## config.mk

```make
export PLATFORM = sky130hd
export DESIGN_NAME = wfc_cell
export DESIGN_NICKNAME = d
export VERILOG_FILES = /design/src/hw/rtl/word_frequency_counter_assert.svh /design/src/hw/rtl/wfc_pkg.sv /design/src/hw/rtl/wfc_cell.sv
export SDC_FILE = /design/constraint.sdc
export NUM_CORES = 1
export LEC_CHECK = 0
export ABC_AREA = 1
export BUFFER_PORTS_ARGS = -buffer_cell sky130_fd_sc_hd__buf_2
export CAP_MARGIN = 5
export CORE_MARGIN = 2
export CORE_UTILIZATION = 44
export DETAILED_ROUTE_END_ITERATION = 16
export PLACE_DENSITY = 0.82
export SLEW_MARGIN = 20
export SYNTH_ARGS = -nofsm -noshare
export SYNTH_HDL_FRONTEND = slang
export SYNTH_SLANG_ARGS = --single-unit
export TNS_END_PERCENT = 5
```

## constraint.sdc

```tcl
create_clock -name clk -period 2.3 [get_ports clk]
set_clock_uncertainty 0.1 [all_clocks]
set_input_delay 0.23 -clock clk [delete_from_list [all_inputs] [get_ports clk]]
set_output_delay 0.23 -clock clk [all_outputs]
set_load 0.005 [all_outputs]
```

## src/hw/rtl/word_frequency_counter_assert.svh

```systemverilog
// ----------------------------------------------------------------------------
// word frequency counter assertion macros
// shorthand for the concurrent checks kept at the end of the top level
// ----------------------------------------------------------------------------
`ifndef WORD_FREQUENCY_COUNTER_ASSERT_SVH
`define WORD_FREQUENCY_COUNTER_ASSERT_SVH

// condition holds at every edge out of reset
`define WFC_ASSERT_ALWAYS(lbl, cond, msg) \
  lbl: assert property (@(posedge clk) disable iff (rst) (cond)) else $error(msg);

// same-cycle implication
`define WFC_ASSERT_IMP(lbl, ante, cons, msg) \
  lbl: assert property (@(posedge clk) disable iff (rst) (ante) |-> (cons)) else $error(msg);

// next-cycle implication
`define WFC_ASSERT_NEXT(lbl, ante, cons, msg) \
  lbl: assert property (@(posedge clk) disable iff (rst) (ante) |=> (cons)) else $error(msg);

`endif

```

## src/hw/rtl/wfc_pkg.sv

```systemverilog
// ----------------------------------------------------------------------------
// wfc_pkg
// shared types, constants and character helpers of the word frequency counter
// ----------------------------------------------------------------------------
`default_nettype none

package wfc_pkg;

  localparam int CHAR_W          = 8;
  localparam int LEN_W           = 6;
  localparam int CNT_W           = 11;
  localparam int IDX_W           = 10;
  localparam int ENTRY_SLOTS     = 1024;
  localparam int TALLY_MAX       = 2047;
  localparam int RESULT_CAP      = 32;
  localparam int WORD_CHARS_DEF  = 32;
  localparam int TOKEN_LIMIT_DEF = 1024;
  localparam int ENT_W_DEF       = WORD_CHARS_DEF * CHAR_W + LEN_W + CNT_W;

  typedef enum logic [1:0] {
    ACT_BYTE = 2'd0,
    ACT_END  = 2'd1,
    ACT_READ = 2'd2,
    ACT_NONE = 2'd3
  } act_t;

  typedef enum logic [2:0] {
    S_IDLE,
    S_SEARCH,
    S_CMP,
    S_FLAG,
    S_RLOAD,
    S_STREAM
  } state_t;

  // control shared by every cell of the row
  typedef struct packed {
    logic [CHAR_W-1:0] tok_char;
    logic              rd_load;
    logic              rd_shift;
  } cell_ctl_t;

  function automatic logic is_space(input logic [CHAR_W-1:0] b);
    is_space = (b == 8'd32) || ((b >= 8'd9) && (b <= 8'd13));
  endfunction

  function automatic logic [CHAR_W-1:0] to_lower(input logic [CHAR_W-1:0] b);
    to_lower = ((b >= 8'd65) && (b <= 8'd90)) ? b + 8'd32 : b;
  endfunction

  function automatic logic is_alnum(input logic [CHAR_W-1:0] b);
    is_alnum = ((b >= 8'd48) && (b <= 8'd57)) || ((b >= 8'd97) && (b <= 8'd122));
  endfunction

endpackage

`default_nettype wire

```

## src/hw/rtl/wfc_cell.sv

```systemverilog
// ----------------------------------------------------------------------------
// wfc_cell
// one character position: holds a token char, compares it against a table
// row char, and holds a readout char that shifts toward cell zero
// ----------------------------------------------------------------------------
`default_nettype none

module wfc_cell
  import wfc_pkg::*;
(
  input  wire logic              clk,
  input  wire cell_ctl_t         ctl,
  input  wire logic              tok_we,
  input  wire logic [CHAR_W-1:0] row_char,
  input  wire logic [CHAR_W-1:0] shift_in,
  input  wire logic              active,
  output logic      [CHAR_W-1:0] tok,
  output logic      [CHAR_W-1:0] rd,
  output logic                   match
);

  // token character capture
  always_ff @(posedge clk) begin
    if (tok_we) begin
      tok <= ctl.tok_char;
    end
  end

  // readout: parallel load from a row, then shift one place per item
  always_ff @(posedge clk) begin
    if (ctl.rd_load) begin
      rd <= row_char;
    end else if (ctl.rd_shift) begin
      rd <= shift_in;
    end
  end

  // positions past the token length always agree
  assign match = !active || (tok == row_char);

endmodule

`default_nettype wire

```

==> metrics.csv <==
stage,metric,value,unit
run_status,status,completed,
global_route,grt_max_degree,13,
sta,rsz0062_at_grt,false,
floorplanning,fp.dieW,44.7,um
drt,wirelength,1.27,mm
worst_hold_path,hold_end,tok[6],
worst_hold_path,holdPathStages,1,
worst_hold_path,hold_path.startpoint,ctl[8],
global_route,grt_pass1_wl,2.10,mm
sta,slew_violations,0,
sta,max_freq,638,MHz
cts,cts_tree,yes,
critical_path,crit_path_max_fanout,2,
logic_synthesis,synth-simple-area-share,19.4,%
cts,htreeDepth,1,
logic_synthesis,syn-mean-instance-area,10.3,um^2
layout,nFillCells,121,
logic_synthesis,yosysTopAreaCellShare,65.9,%
cts,ctsResizeCount,0,
logic_synthesis,synthArstFlopShare,0,%
logic_synthesis,synth_nets,100,
global_route,grt_pass1_vias,575,
logic_synthesis,synth_xor_area_share,4.80,%
logic_synthesis,synth_cell_types,10,
logic_synthesis,seq_area_frac_synth,65.9,%
global_route,antenna_found_initial,0,
sta,slew_headroom,88.3,%
logic_synthesis,synthTopCellsByCount,"34 x nand2_1, 16 x edfxtp_1, 8 x inv_1",
sta,setup_tns,0,ns
logic_synthesis,synth_flop_cell,edfxtp_1,
logic_synthesis,synthTopCellsByArea,"edfxtp_1 66%, nand2_1 17%, xnor2_1 4.8%",
logic_synthesis,synth_edf_count,16,
placed_design,gp_congestion,0.672,
sta,finalCriticalPeriod,1.57,ns
floorplanning,die-area,0.00200,mm^2
placed_design,port_buffers,45,
logic_synthesis,synth_compound_area_share,3.77,%
global_route,grt_use_total,15.3,%
floorplanning,dieHeight,44.7,um
cts,cts.sinks,16,
logic_synthesis,muxShareOfSynthArea,0,%
drt,drc_errors,0,
global_route,overflow,0,
cts,post_cts_buffers,0,
layout,layout-drive-gt1-share,44.1,%
sta,setup_viol,0,
cts,cts.clk_slew.worst_paths,0.08,ns
pwr,p_leak,0.000512,uW
placed_design,place_hpwl,1.12,mm
drt,via_count,619,
logic_synthesis,synthMostInstantiatedCell,nand2_1,
cts,cts_buffers,3,
sta,hold_violations,0,
pwr,ir_worst_vdd,341,uV
drt,dr.pass1.iters,4,
layout,register_area,480,um^2
sta,whs,0.0226,ns
logic_synthesis,ys_ff_latch,16,
floorplanning,initial_utilization,47.9,%
critical_path,cp.required,1.97,ns
drt,viasPerCell,4.62,
layout,utilization,64.7,%
drt,drtIter0Drc,7,
critical_path,end_kind,primary output,
logic_synthesis,ys_warn_count,0,
logic_synthesis,synthCells,71,
layout,diodes,0,
worst_hold_path,hold_path_class,in2reg,
sta,min_period_over_period,68.2,%
critical_path,crit_type,reg2out,
drt,wire_per_inst,9.49,um
pwr,power_density,606,mW/mm^2
drt,ant_nets,0,
run,max-cap-violations,0,
layout,fin_nets,149,
sta,tightest_slew,0.174,ns
floorplanning,core_area,0.00152,mm^2
critical_path,arrival,1.24,ns
layout,synthToLayoutAreaGrowth,35.2,%
cts,root_buffer,clkbuf_4,
logic_synthesis,yosysTopAreaCell,edfxtp_1,
floorplanning,fp-row-count,14,
critical_path,start_kind,flip-flop,
cts,hold_buffers,0,
floorplanning,io_pins,46,
layout,multi_input_area,204,um^2
logic_synthesis,synth_top_family_by_area,simple AND/OR/NAND/NOR gates,
logic_synthesis,synth_fa_ha_area_share,0,%
cts,cts_buffer_depth,2,
logic_synthesis,synth_area,729,um^2
placed cells by master, fill, tap and decap left out, drive strengths merged:
cell type  instances
buf               45
nand2             34
edfxtp            16
inv                9
xnor2              4
o21ai              4
clkbuf             3
nor2               2
or2                1
how the worst max path moves through the flow:
stage	start	to	slack [ns]
global placement	tok[6]	match	1.04
finish	tok[6]	match	0.73
CTS	tok[6]	match	0.71
detailed placement	tok[6]	match	1.03
global route	tok[6]	match	0.56
floorplan	tok[6]	match	1.16
layer usage:
| layer | routed length (um) | global-route usage, % | vias up |
|---|---|---|---|
| li1 | - | - | 320 |
| met1 | 431 | 14.1 | 261 |
| met2 | 641 | 27.0 | 33 |
| met3 | 172 | 7.20 | 5 |
| met4 | 27 | 9.09 | 0 |
| met5 | 0 | 0 | - |
through the flow:
step | std cells | area (um^2) | setup WS [ns] | total power [uW]
detailed placement | 131 | 963 | 1.03 | 469
global placement | 131 | 963 | 1.04 | 465
floorplan | 71 | 729 | 1.16 | 412
finish | 134 | 986 | 0.732 | 597
global route | 134 | 986 | 0.562 | 637
CTS | 134 | 986 | 0.709 | 604
area by class of cell:
cell class	instances	share of cell area [%]
Tap cell	16	2.03
Timing Repair Buffer	45	22.8
Multi-Input combinational cell	45	20.7
Inverter	9	3.43
Sequential cell	16	48.7
Clock buffer	3	2.28
critical path, stage by stage, from the launching register on:
cell and delay, ns:
edfxtp_1 0.41, xnor2_1 0.17, nand2_1 0.06, nor2_1 0.11
nand2_1 0.07, nand2_1 0.05, buf_2 0.10
flip-flops by register name, indices dropped and copies added (netlist names):
name and count:
rd 8, tok 8
where the power goes:
group	internal, uW	switching, uW
clock	60.7	76.0
combinational	51.8	46.6
sequential	352	9.81
cell families after synthesis:
logic type | count (synthesis)
xor gates and xnor gates | 4
buffers and inverters | 10
AOI/OAI and AO/OA | 4
and+or+nand+nor | 37
DFF | 16
No activity file was read; power rests on OpenSTA's default activity.
